File: config.mk
export PLATFORM = sky130hd
export DESIGN_NAME = gyro_bias_deadband_calibrator
export DESIGN_NICKNAME = d
export VERILOG_FILES = /design/src/hw/rtl/gbdc_pkg.sv /design/src/hw/rtl/gbdc_lane.sv /design/src/hw/rtl/gbdc_out.sv /design/src/hw/rtl/gyro_bias_deadband_calibrator.sv
export SDC_FILE = /design/constraint.sdc
export NUM_CORES = 2
export LEC_CHECK = 0
export BUFFER_PORTS_ARGS = -buffer_cell sky130_fd_sc_hd__buf_2
export CAP_MARGIN = 40
export CORE_MARGIN = 5
export CORE_UTILIZATION = 45
export CTS_CLUSTER_SIZE = 28
export DETAILED_ROUTE_END_ITERATION = 7
export PLACE_DENSITY = 0.64
export SLEW_MARGIN = 15
export SYNTH_ARGS = -nofsm -noshare
export SYNTH_HDL_FRONTEND = slang
export SYNTH_SLANG_ARGS = --single-unit
File: constraint.sdc
create_clock -name clk_i -period 13.1 [get_ports clk_i]
set_clock_uncertainty 0.1 [all_clocks]
set_input_delay 1.965 -clock clk_i [delete_from_list [all_inputs] [get_ports clk_i]]
set_output_delay 1.965 -clock clk_i [all_outputs]
set_load 0.1 [all_outputs]
File: src/hw/rtl/gbdc_pkg.sv
// ----------------------------------------------------------------------------
// gbdc_pkg
// Shared widths, constants, types and helpers for the gyro bias calibrator.
// ----------------------------------------------------------------------------
package gbdc_pkg;

  localparam int unsigned NUM_AXES          = 3;
  localparam int unsigned RAW_W             = 16;
  localparam int unsigned FRAC_W            = 8;
  localparam int unsigned RATE_W            = 25;
  localparam int unsigned BAND_W            = 26;
  localparam int unsigned SUM_W             = 28;
  localparam int unsigned CNT_W             = 13;
  localparam int unsigned REM_W             = CNT_W - 1;
  localparam int unsigned DIV_W             = SUM_W + FRAC_W;
  localparam int unsigned DIVCNT_W          = $clog2(DIV_W);
  localparam int unsigned MAX_CALIB_SAMPLES = 4096;
  localparam int unsigned CALIB_RESET       = 1000;

  localparam int unsigned IN_TDATA_W  = NUM_AXES * RAW_W;
  localparam int unsigned OUT_TDATA_W = ((NUM_AXES * RATE_W + 7) / 8) * 8;
  localparam int unsigned OUT_TUSER_W = 2;

  localparam logic OP_MEASURE = 1'b0;
  localparam logic OP_CALIB   = 1'b1;

  typedef enum logic [1:0] {
    ST_IDLE,
    ST_EXEC,
    ST_DIV,
    ST_FIN
  } state_e;

  // Per-cycle commands from the sequencer to every axis lane.
  typedef struct packed {
    logic first;       // first sample of a run
    logic accum;       // fold the staged sample into sum, min and max
    logic div_start;   // load the divider from the updated sum
    logic div_step;    // one restoring division step
    logic commit;      // write bias and band from the quotient
    logic calibrated;  // a run has completed before
  } lane_ctl_t;

  typedef struct packed {
    logic [NUM_AXES-1:0][RATE_W-1:0] rate;
    logic                            run_done;
    logic                            is_calibrated;
  } result_t;

  // Effective run length: zero acts as one, large values clamp.
  function automatic logic [CNT_W-1:0] run_length(input logic [CNT_W-1:0] cfg);
    logic [CNT_W-1:0] n;
    n = cfg;
    if (cfg == '0) begin
      n = CNT_W'(1);
    end else if (cfg > CNT_W'(MAX_CALIB_SAMPLES)) begin
      n = CNT_W'(MAX_CALIB_SAMPLES);
    end
    return n;
  endfunction

endpackage

File: src/hw/rtl/gbdc_lane.sv
// ----------------------------------------------------------------------------
// gbdc_lane
// One axis: running sum and extremes, serial bias divider, dead-band correction.
// ----------------------------------------------------------------------------
module gbdc_lane (
  input  logic                          clk_i,
  input  logic                          rst_ni,
  input  gbdc_pkg::lane_ctl_t           ctl_i,
  input  logic [gbdc_pkg::CNT_W-1:0]    cnt_i,
  input  logic signed [gbdc_pkg::RAW_W-1:0] raw_i,
  output logic [gbdc_pkg::RATE_W-1:0]   rate_o
);
  import gbdc_pkg::*;

  logic signed [SUM_W-1:0]  sum_q, sum_d;
  logic signed [RAW_W-1:0]  min_q, max_q;
  logic signed [RATE_W-1:0] bias_q, bias_new;
  logic signed [BAND_W-1:0] band_low_q, band_high_q;
  logic [DIV_W-1:0]         dq_q;
  logic [REM_W-1:0]         rem_q;
  logic                     neg_q;

  logic [SUM_W-1:0]         sum_mag;
  logic [CNT_W-1:0]         rem_sh;
  logic                     ge;
  logic [CNT_W-1:0]         rem_diff;
  logic [RATE_W-1:0]        quot;
  logic signed [BAND_W-1:0] bias_ext, min_sc, max_sc, raw_sc, v;
  logic                     in_band;

  assign sum_d   = (ctl_i.first ? SUM_W'(0) : sum_q)
                 + {{(SUM_W-RAW_W){raw_i[RAW_W-1]}}, raw_i};
  assign sum_mag = sum_d[SUM_W-1] ? SUM_W'(-sum_d) : SUM_W'(sum_d);

  // Restoring division, one quotient bit per step; quotient shifts into dq.
  assign rem_sh   = {rem_q, dq_q[DIV_W-1]};
  assign ge       = rem_sh >= cnt_i;
  assign rem_diff = rem_sh - cnt_i;

  // Quotient magnitude never exceeds 2^23, so 24 bits plus a sign suffice.
  assign quot     = {1'b0, dq_q[RATE_W-2:0]};
  assign bias_new = neg_q ? RATE_W'(-quot) : RATE_W'(quot);
  assign bias_ext = {bias_new[RATE_W-1], bias_new};
  assign min_sc   = {{(BAND_W-RAW_W-FRAC_W){min_q[RAW_W-1]}}, min_q, FRAC_W'(0)};
  assign max_sc   = {{(BAND_W-RAW_W-FRAC_W){max_q[RAW_W-1]}}, max_q, FRAC_W'(0)};

  assign raw_sc  = {{(BAND_W-RAW_W-FRAC_W){raw_i[RAW_W-1]}}, raw_i, FRAC_W'(0)};
  assign v       = raw_sc - {bias_q[RATE_W-1], bias_q};
  assign in_band = (v >= band_low_q) && (v <= band_high_q);

  always_comb begin
    if (!ctl_i.calibrated) begin
      rate_o = raw_sc[RATE_W-1:0];
    end else if (in_band) begin
      rate_o = '0;
    end else begin
      rate_o = v[RATE_W-1:0];
    end
  end

  always_ff @(posedge clk_i or negedge rst_ni) begin
    if (!rst_ni) begin
      sum_q       <= '0;
      bias_q      <= '0;
      band_low_q  <= '0;
      band_high_q <= '0;
    end else begin
      if (ctl_i.accum) begin
        sum_q <= sum_d;
      end
      if (ctl_i.commit) begin
        bias_q      <= bias_new;
        band_low_q  <= min_sc - bias_ext;
        band_high_q <= max_sc - bias_ext;
        sum_q       <= '0;
      end
    end
  end

  // Extremes are loaded by the first sample of each run and need no reset.
  always_ff @(posedge clk_i) begin
    if (ctl_i.accum) begin
      if (ctl_i.first || (raw_i < min_q)) begin
        min_q <= raw_i;
      end
      if (ctl_i.first || (raw_i > max_q)) begin
        max_q <= raw_i;
      end
    end
  end

  always_ff @(posedge clk_i) begin
    if (ctl_i.div_start) begin
      dq_q  <= {sum_mag, FRAC_W'(0)};
      rem_q <= '0;
      neg_q <= sum_d[SUM_W-1];
    end else if (ctl_i.div_step) begin
      dq_q  <= {dq_q[DIV_W-2:0], ge};
      rem_q <= ge ? rem_diff[REM_W-1:0] : rem_sh[REM_W-1:0];
    end
  end

endmodule

File: src/hw/rtl/gbdc_out.sv
// ----------------------------------------------------------------------------
// gbdc_out
// Merges the lane results into one beat and holds it in the output register.
// ----------------------------------------------------------------------------
module gbdc_out (
  input  logic                               clk_i,
  input  logic                               rst_ni,
  input  logic                               load_i,
  input  gbdc_pkg::result_t                  result_i,
  output logic                               free_o,
  output logic                               m_axis_tvalid,
  input  logic                               m_axis_tready,
  output logic [gbdc_pkg::OUT_TDATA_W-1:0]   m_axis_tdata,
  output logic [gbdc_pkg::OUT_TUSER_W-1:0]   m_axis_tuser
);
  import gbdc_pkg::*;

  logic    valid_q;
  result_t res_q;

  assign free_o        = !valid_q || m_axis_tready;
  assign m_axis_tvalid = valid_q;
  assign m_axis_tdata  = OUT_TDATA_W'(res_q.rate[NUM_AXES-1:0]);
  assign m_axis_tuser  = {res_q.is_calibrated, res_q.run_done};

  always_ff @(posedge clk_i or negedge rst_ni) begin
    if (!rst_ni) begin
      valid_q <= 1'b0;
    end else if (load_i) begin
      valid_q <= 1'b1;
    end else if (m_axis_tready) begin
      valid_q <= 1'b0;
    end
  end

  always_ff @(posedge clk_i) begin
    if (load_i) begin
      res_q <= result_i;
    end
  end

endmodule

File: src/hw/rtl/gyro_bias_deadband_calibrator.sv
// ----------------------------------------------------------------------------
// gyro_bias_deadband_calibrator
// Three-axis gyro bias calibration with a dead band around the measured bias.
// ----------------------------------------------------------------------------
// Flow: a measure beat or a calibration beat that does not end a run is staged,
//   then its result goes to the output register once that is free.
// Input: taken only while idle; the run-ending beat holds the input for the
//   36 steps of the per-axis restoring divider that forms the bias.
// Reset: asynchronous, active low; clears sums, bias, band, sample count and
//   the calibrated flag, and loads the sample count register with 1000.
module gyro_bias_deadband_calibrator (
  input  logic                                clk_i,
  input  logic                                rst_ni,
  // Configuration: calib_samples.
  input  logic                                cfg_valid_i,
  output logic                                cfg_ready_o,
  input  logic [gbdc_pkg::CNT_W-1:0]          cfg_data_i,
  input  logic                                s_axis_tvalid,
  output logic                                s_axis_tready,
  // tdata from bit 0 up: raw_x[15:0], raw_y[31:16], raw_z[47:32].
  input  logic [gbdc_pkg::IN_TDATA_W-1:0]     s_axis_tdata,
  // tuser: opcode[0].
  input  logic [0:0]                          s_axis_tuser,
  output logic                                m_axis_tvalid,
  input  logic                                m_axis_tready,
  // tdata from bit 0 up: rate_x[24:0], rate_y[49:25], rate_z[74:50], zeros.
  output logic [gbdc_pkg::OUT_TDATA_W-1:0]    m_axis_tdata,
  // tuser from bit 0 up: run_done[0], is_calibrated[1].
  output logic [gbdc_pkg::OUT_TUSER_W-1:0]    m_axis_tuser
);
  import gbdc_pkg::*;

  state_e                          state_q, state_d;
  logic [CNT_W-1:0]                calib_q;
  logic [CNT_W-1:0]                samples_q, samples_next;
  logic [CNT_W-1:0]                cnt_q;
  logic [DIVCNT_W-1:0]             div_cnt_q;
  logic                            calibrated_q;
  logic                            op_q;
  logic [NUM_AXES-1:0][RAW_W-1:0]  raw_q;

  logic                            out_free;
  logic                            out_load;
  logic                            exec_fire;
  logic                            run_end;
  logic                            div_last;
  lane_ctl_t                       ctl;
  result_t                         result;
  logic [NUM_AXES-1:0][RATE_W-1:0] lane_rate;

  assign cfg_ready_o  = 1'b1;
  assign s_axis_tready = (state_q == ST_IDLE);

  // The sample that brings the count to the run length closes the run; a
  // count lowered during a run closes it on the next calibration sample.
  assign samples_next = samples_q + CNT_W'(1);
  assign run_end      = (op_q == OP_CALIB) && (samples_next >= run_length(calib_q));
  assign exec_fire    = (state_q == ST_EXEC) && out_free;
  assign div_last     = (div_cnt_q == DIVCNT_W'(DIV_W - 1));

  always_comb begin
    state_d = state_q;
    unique case (state_q)
      ST_IDLE: begin
        if (s_axis_tvalid) begin
          state_d = ST_EXEC;
        end
      end
      ST_EXEC: begin
        if (exec_fire) begin
          state_d = run_end ? ST_DIV : ST_IDLE;
        end
      end
      ST_DIV: begin
        if (div_last) begin
          state_d = ST_FIN;
        end
      end
      ST_FIN: begin
        if (out_free) begin
          state_d = ST_IDLE;
        end
      end
      default: state_d = ST_IDLE;
    endcase
  end

  // Lane commands and the merged result beat.
  always_comb begin
    ctl.first      = (samples_q == '0);
    ctl.accum      = exec_fire && (op_q == OP_CALIB);
    ctl.div_start  = exec_fire && run_end;
    ctl.div_step   = (state_q == ST_DIV);
    ctl.commit     = (state_q == ST_FIN) && out_free;
    ctl.calibrated = calibrated_q;

    out_load = ctl.commit || (exec_fire && !run_end);

    result.run_done      = (state_q == ST_FIN);
    result.is_calibrated = calibrated_q || (state_q == ST_FIN);
    if ((state_q == ST_FIN) || (op_q == OP_CALIB)) begin
      result.rate = '0;
    end else begin
      result.rate = lane_rate;
    end
  end

  always_ff @(posedge clk_i or negedge rst_ni) begin
    if (!rst_ni) begin
      state_q      <= ST_IDLE;
      calib_q      <= CNT_W'(CALIB_RESET);
      samples_q    <= '0;
      div_cnt_q    <= '0;
      calibrated_q <= 1'b0;
    end else begin
      state_q <= state_d;
      if (cfg_valid_i) begin
        calib_q <= cfg_data_i;
      end
      if (ctl.accum) begin
        samples_q <= run_end ? '0 : samples_next;
      end
      if (ctl.div_start) begin
        div_cnt_q <= '0;
      end else if (ctl.div_step) begin
        div_cnt_q <= div_cnt_q + DIVCNT_W'(1);
      end
      if (ctl.commit) begin
        calibrated_q <= 1'b1;
      end
    end
  end

  // Staged beat and the divisor of a closing run.
  always_ff @(posedge clk_i) begin
    if (s_axis_tvalid && s_axis_tready) begin
      op_q  <= s_axis_tuser[0];
      raw_q <= s_axis_tdata;
    end
    if (ctl.div_start) begin
      cnt_q <= samples_next;
    end
  end

  for (genvar a = 0; a < NUM_AXES; a++) begin : g_lane
    gbdc_lane u_lane (
      .clk_i  (clk_i),
      .rst_ni (rst_ni),
      .ctl_i  (ctl),
      .cnt_i  (cnt_q),
      .raw_i  (raw_q[a]),
      .rate_o (lane_rate[a])
    );
  end

  gbdc_out u_out (
    .clk_i         (clk_i),
    .rst_ni        (rst_ni),
    .load_i        (out_load),
    .result_i      (result),
    .free_o        (out_free),
    .m_axis_tvalid (m_axis_tvalid),
    .m_axis_tready (m_axis_tready),
    .m_axis_tdata  (m_axis_tdata),
    .m_axis_tuser  (m_axis_tuser)
  );

endmodule

Yosys cells after proc, flatten, opt, wreduce, memory -nomap -nowiden:

Index checks and enable logic that the tools add are counted.

* register bits after elaboration: 733
* bits in latches: 0
* bits in writable memories: 0
* memory bits (read-only): 0
* bits of input ports: 67
* output and inout bits: 85
* word-level logic and storage cells: 179
* memories kept: 0

* add/subtract/negate cells: 23
* $mul: 0
* div/mod/pow operators: 0
* order comparisons: 17
* equal/unequal tests: 8
* shift operators: 0
* mux-type cells: 43
* bitwise gates (word level): 1
* reductions and logical operators: 38

Operator list (number)
* $mux W28: 12
* $sub A24 B25 Y26: 9
* $mux W25: 9
* $mux W36: 6
* $add A28 B28 Y28: 3
* $neg A28 Y28: 3
* $ge A26 B26 Y1: 3
* $le A26 B26 Y1: 3
* $neg A24 Y25: 3
* $ge A13 B13 Y1: 4
* $gt A16 B16 Y1: 3
* $lt A16 B16 Y1: 3
* $mux W13: 3
* $mux W12: 3
* $sub A12 B12 Y12: 3
* $logic_not A13 Y1: 2
* $add A13 B1 Y13 const B: 1
* $gt A13 B13 Y1 const B: 1
* $mux W6: 2
* $reduce_and A2 Y1: 6
* $logic_and A1 B1 Y1: 10
* $logic_or A1 B1 Y1: 10
* $mux W2: 5
* $reduce_or A3 Y1: 3
* 12 further kinds: 20

Logic depth before layout (Yosys ltp):

* depth in word-level cells: 9
* depth in mapped cells: 26

Hierarchy:

A second synthesis with hierarchy kept.

* cell total of the unflattened synthesis: 5724
* area, all modules: 52252.6 um2

By module, submodules not included
* gbdc_lane (g_lane[1].u_lane): times used 1, cells an instance 1784, area each 15294.7 um2
* gbdc_lane (g_lane[0].u_lane): times used 1, cells an instance 1764, area each 15112.0 um2
* gbdc_lane (g_lane[2].u_lane): times used 1, cells an instance 1728, area each 14970.6 um2
* gyro_bias_deadband_calibrator: times used 1, cells an instance 362, area each 4474.3 um2
* gbdc_out: times used 1, cells an instance 86, area each 2401.1 um2

Least setup slack after synthesis:

No wires, ideal clock.

* kind: flip-flop to flip-flop
* start: reg samples_q[0]
* end: reg g_lane[0].u_lane.dq_q[10] (enable)
* data arrival time: 4.301 ns
* required time: 12.178 ns
* slack: 7.877 ns
* stages on the path, launching flop included: 15
* path buffers: 1
* path through: dfrtp_1 ha_1 nand3_1 nor2_1 and3_1 nand3_1 xnor2_1 ha_1 nor3_1 o211ai_1 a311o_1 a21o_1 nand2_1 clkbuf_1 nand2_1

* longest elaborated chain between the ends: 5

Ends and longest elaborated chain
* start: declaration: RTL line gyro_bias_deadband_calibrator.sv:35 `logic [CNT_W-1:0] samples_q, samples_next;`
* start signal: assignment: RTL line gyro_bias_deadband_calibrator.sv:121 `samples_q <= run_end ? '0 : samples_next;`
* $add A13 B1 Y13: RTL line gyro_bias_deadband_calibrator.sv:56 `assign samples_next = samples_q + CNT_W'(1);`
* via samples_next[10]: RTL line gyro_bias_deadband_calibrator.sv:35
* $ge A13 B13 Y1: RTL line gyro_bias_deadband_calibrator.sv:57 `assign run_end = (op_q == OP_CALIB) && (samples_next >= run_length(calib_q));`
* $logic_and A1 B1 Y1: RTL line gyro_bias_deadband_calibrator.sv:57
* $logic_and A1 B1 Y1: RTL line gyro_bias_deadband_calibrator.sv:92 `ctl.div_start = exec_fire && run_end;`
* $reduce_bool A2 Y1 (no source line)
* end signal: assignment: RTL line gbdc_lane.sv:94 `dq_q <= {sum_mag, FRAC_W'(0)};`
* end signal: assignment: RTL line gbdc_lane.sv:98 `dq_q <= {dq_q[DIV_W-2:0], ge};`
* end: declaration: RTL line gbdc_lane.sv:19 `logic [DIV_W-1:0] dq_q;`

The timed path passes the listed nets, and every way through them passes these cells.
A chain may end at the register's enable or synchronous reset.

Final worst setup path:

* start: reg samples_q[0]
* end: reg g_lane[1].u_lane.dq_q[33] (data pin)

RTL lines
* $add A13 B1 Y13: RTL line gyro_bias_deadband_calibrator.sv:56
* via samples_next[0]: RTL line gyro_bias_deadband_calibrator.sv:35
* $ge A13 B13 Y1: RTL line gyro_bias_deadband_calibrator.sv:57
* $logic_and A1 B1 Y1: RTL line gyro_bias_deadband_calibrator.sv:57
* $logic_and A1 B1 Y1: RTL line gyro_bias_deadband_calibrator.sv:92
* $mux W36: RTL line gbdc_lane.sv:93 `if (ctl_i.div_start) begin`
* end signal: assignment: RTL line gbdc_lane.sv:94
* end signal: assignment: RTL line gbdc_lane.sv:98
* end: declaration: RTL line gbdc_lane.sv:19

The timed path passes the listed nets, and every way through them passes these cells.

==> results.sh <==
export IMPL_outcome="finished, final reports clean"
export IMPL_clk_path_buf_depth=3
export IMPL_insertion_delay_ns=0.66
export IMPL_die_h_um=341.7
export IMPL_r2r_end="g_lane[1].u_lane.dq_q[33]$_DFFE_PP_"
export IMPL_grt_max_degree=96
export IMPL_synth_top_cells_by_area="edfxtp_1, dfrtp_1, ha_1"
export IMPL_rsz0062_at_grt="false"
export IMPL_grt_pass1_vias=38002
export IMPL_design_area_um2=54970
export IMPL_grt_use_total=0.2178
export IMPL_routedWlPerCell_um=18.38
export IMPL_hold_viol_final=0
export IMPL_vias=39849
export IMPL_yosys_area_share_adder=0.1338
export IMPL_fmax_mhz=161.0
export IMPL_hold_end="g_lane[2].u_lane.band_low_q[12]$_DFFE_PN0P_"
export IMPL_startpoint_type="register"
export IMPL_worst_path_buf_inv=3
export IMPL_numCtsBuffers=86
export IMPL_overflow=0
export IMPL_tns_ns=0
export IMPL_gp_congestion=0.8881
export IMPL_drive_above_1_share=0.08090
export IMPL_initial_utilization=0.4537
export IMPL_synth_top_area_cell="edfxtp_1"
export IMPL_cts_setup_buffers=0
export IMPL_first_pass_iters=5
export IMPL_ys_warn_count=0
export IMPL_nets=6144
export IMPL_worst_r2r_setup_slack_ns=6.89
export IMPL_crit_chain="inv_1, ha_1, nor4b_1, nand3_4, buf_4, and2_1, ha_1, inv_1, fa_1, nand2b_1, a211oi_1, o21ai_1, a21oi_1, a211oi_1, a211o_1, nor4_1, nand3_1, o41ai_1, xor2_1, o21ai_0"
export IMPL_power_density_nw_per_um2=279.8
export IMPL_antenna_found_initial=0
export IMPL_worstSetupPathType="register to register"
export IMPL_synth_common_cells="nand2_1, o21ai_0, ha_1, inv_1, edfxtp_1"
export IMPL_htreeDepth=3
export IMPL_period_needed_ns=6.212
export IMPL_numClockSinks=706
export IMPL_slew_headroom=0.3991
export IMPL_drcViolationCount=0
export IMPL_hold_start="g_lane[2].u_lane.band_low_q[12]$_DFFE_PN0P_"
export IMPL_cts_hold_buffers=0
export IMPL_cts_tree="yes"
export IMPL_final_max_slew_viol_count=0
export IMPL_critPathRequiredTime_ns=13.39
export IMPL_drv_cap=0
export IMPL_synth_compound_area_frac=0.1892
export IMPL_critical_path_top_delay_family="compound AO/OA/AOI/OAI gates"
export IMPL_r2r_cells=20
export IMPL_io_pins=152
export IMPL_synth_area_um2=49520
export IMPL_yosysMostFrequentCell="nand2_1"
export IMPL_synth_xor_area_frac=0.07391
export IMPL_numPortBuffers=145
export IMPL_placed_cell_area_um2=52060
export IMPL_seq_area_frac_synth=0.3834
export IMPL_die_width_um=341.7
export IMPL_yosys_area_top_type_share=0.1953
export IMPL_timing_rr_start="samples_q[0]$_DFFE_PN0P_"
export IMPL_final_antenna_net_count=0
export IMPL_cellLeakagePower_uw=0.02497
export IMPL_synth_cells=5452
export IMPL_grt_pass1_wl_mm=207.7
export IMPL_synthMuxAreaShare=0.01044
export IMPL_num_fill_cells=10197
export IMPL_arrival_ns=6.50
export IMPL_core_um2=109200
export IMPL_yosys_area_share_simple=0.1620
export IMPL_fin_util=0.5036
export IMPL_diodes=0
export IMPL_power_uw=15380
export IMPL_setup_viol=0
export IMPL_drt_iter0_markers=2818
export IMPL_routed_wl_mm=130.5
export IMPL_ctsResizeCount=0
export IMPL_dominantRegCellSynth="edfxtp_1"
export IMPL_worstMarginPinSlew_ns=0.8964
export IMPL_clkTransAtPathRegs_ns=0.06
export IMPL_async_reset_ff_frac=0.4589
export IMPL_rows=121
export IMPL_synth_seq_cells=706
export IMPL_crit_slowest_cell="buf_4"
export IMPL_fp_dieArea_um2=116800
export IMPL_peakVddDrop_mv=0.2038
export IMPL_routed_via_density=5.613
export IMPL_min_path_type="register to register"
export IMPL_crit_path_end_kind="register"
export IMPL_ys_types=103
export IMPL_synth_area_per_cell_um2=9.083
export IMPL_hpwl_mm=97.39
export IMPL_fin_crit_sh=0.4742
export IMPL_min_path_cells=2
export IMPL_root_buffer="clkbuf_16"
export IMPL_max_stage_delay_ns=0.70
export IMPL_synth_edf_count=322
export IMPL_synth_top_family_by_area="compound AO/OA/AOI/OAI gates"
export IMPL_area_delta_synth_final_pct=11.01
export IMPL_cp_max_fo=74
## layout by cell type, fill, tap and decap left out, drive strengths merged, types with 24 or more instances in the layout
master  count
inv       402
buf       217
a21oi     282
edfxtp    322
xor2      213
xnor2     204
nor4       37
ha        520
and2      131
o211ai     25
a31oi      43
nor3       61
o21bai     33
o41ai      24
a211oi     37
clkbuf    135
a21o      166
nand2     613
dfxtp      60
nand3     205
nand4      74
nand2b     61
dfrtp     318
o21a       33
nor2b      66
and3       43
o21ai     583
o31ai      48
a22o       65
mux2i      37
nor2      247
## state kept, by name, indices dropped and copies added (netlist names), 3 cells and up, named ones only
register and count:
g_lane.u_lane.dq_q 108, g_lane.u_lane.sum_q 84, g_lane.u_lane.band_high_q 78, u_out.m_axis_tdata 75, g_lane.u_lane.bias_q 72, g_lane.u_lane.band_low_q 54, g_lane.u_lane.max_q 48, g_lane.u_lane.min_q 48
raw_q 48, g_lane.u_lane.rem_q 36, calib_q 13, cnt_q 13, samples_q 13, div_cnt_q 6, g_lane.u_lane.neg_q 3
## through the flow
step                hold slack, ns  worst slack, ns  instances
CTS                         0.3825            6.824       7096
floorplan                   0.3417            7.877       5456
detailed placement          0.3700            6.888       6935
global placement            0.3607            7.070       6923
finish                      0.3756            6.888       7100
global route                0.4029            6.287       7100
## routing by layer
layer	global-route usage	wire [um]
met1	0.3283	64830
met2	0.3319	55620
met3	0.02998	7046
met4	0.05094	2977
met5	0	0
## cell type report
| type | count | area (um^2) | share of cell area |
|---|---|---|---|
| sequential | 706 | 18990 | 0.3454 |
| timing repair buffer | 218 | 1484 | 0.02699 |
| tap | 1476 | 1847 | 0.03360 |
| clock buffer | 134 | 2576 | 0.04687 |
| clock inverter | 27 | 240.2 | 0.004370 |
| multi-input combinational | 4140 | 28340 | 0.5155 |
| inverter | 399 | 1500 | 0.02729 |
## report_power, final
part | internal, uW | switching, uW
Clock | 1410 | 963
Combinational | 3420 | 5890
Sequential | 3200 | 493
## worst min-delay path: stages, from the launching register on
cell and delay, ns:
dfrtp_1 0.34, nand2_1 0.05, o21ai_0 0.06
## worst max path at each step
stage	start	end	slack, ns	depth (start not counted)
2_1_floorplan	samples_q[0]$_DFFE_PN0P_	g_lane[0].u_lane.dq_q[10]$_DFFE_PP_	7.88	14
6_report	samples_q[0]$_DFFE_PN0P_	g_lane[1].u_lane.dq_q[33]$_DFFE_PP_	6.89	20
4_1_cts	samples_q[0]$_DFFE_PN0P_	g_lane[2].u_lane.dq_q[31]$_DFFE_PP_	6.82	18
3_5_place_dp	samples_q[0]$_DFFE_PN0P_	g_lane[2].u_lane.dq_q[31]$_DFFE_PP_	6.89	18
5_1_grt	samples_q[0]$_DFFE_PN0P_	g_lane[1].u_lane.dq_q[33]$_DFFE_PP_	6.29	20
3_3_place_gp	samples_q[0]$_DFFE_PN0P_	g_lane[2].u_lane.dq_q[26]$_DFFE_PP_	7.07	18
## kinds of logic (layout without fill, tap and decap cells)
kind of cell / Yosys count / after routing
buffers and inverters: 610 / 778
flip-flops: 706 / 706
XOR/XNOR: 417 / 417
other: 2 / 6
AND/OR/NAND/NOR: 1650 / 1650
adder cells (fa/ha/maj): 526 / 526
AO/OA/AOI/OAI: 1491 / 1491
multiplexers: 50 / 50
Power figures use the tool's default switching activity.
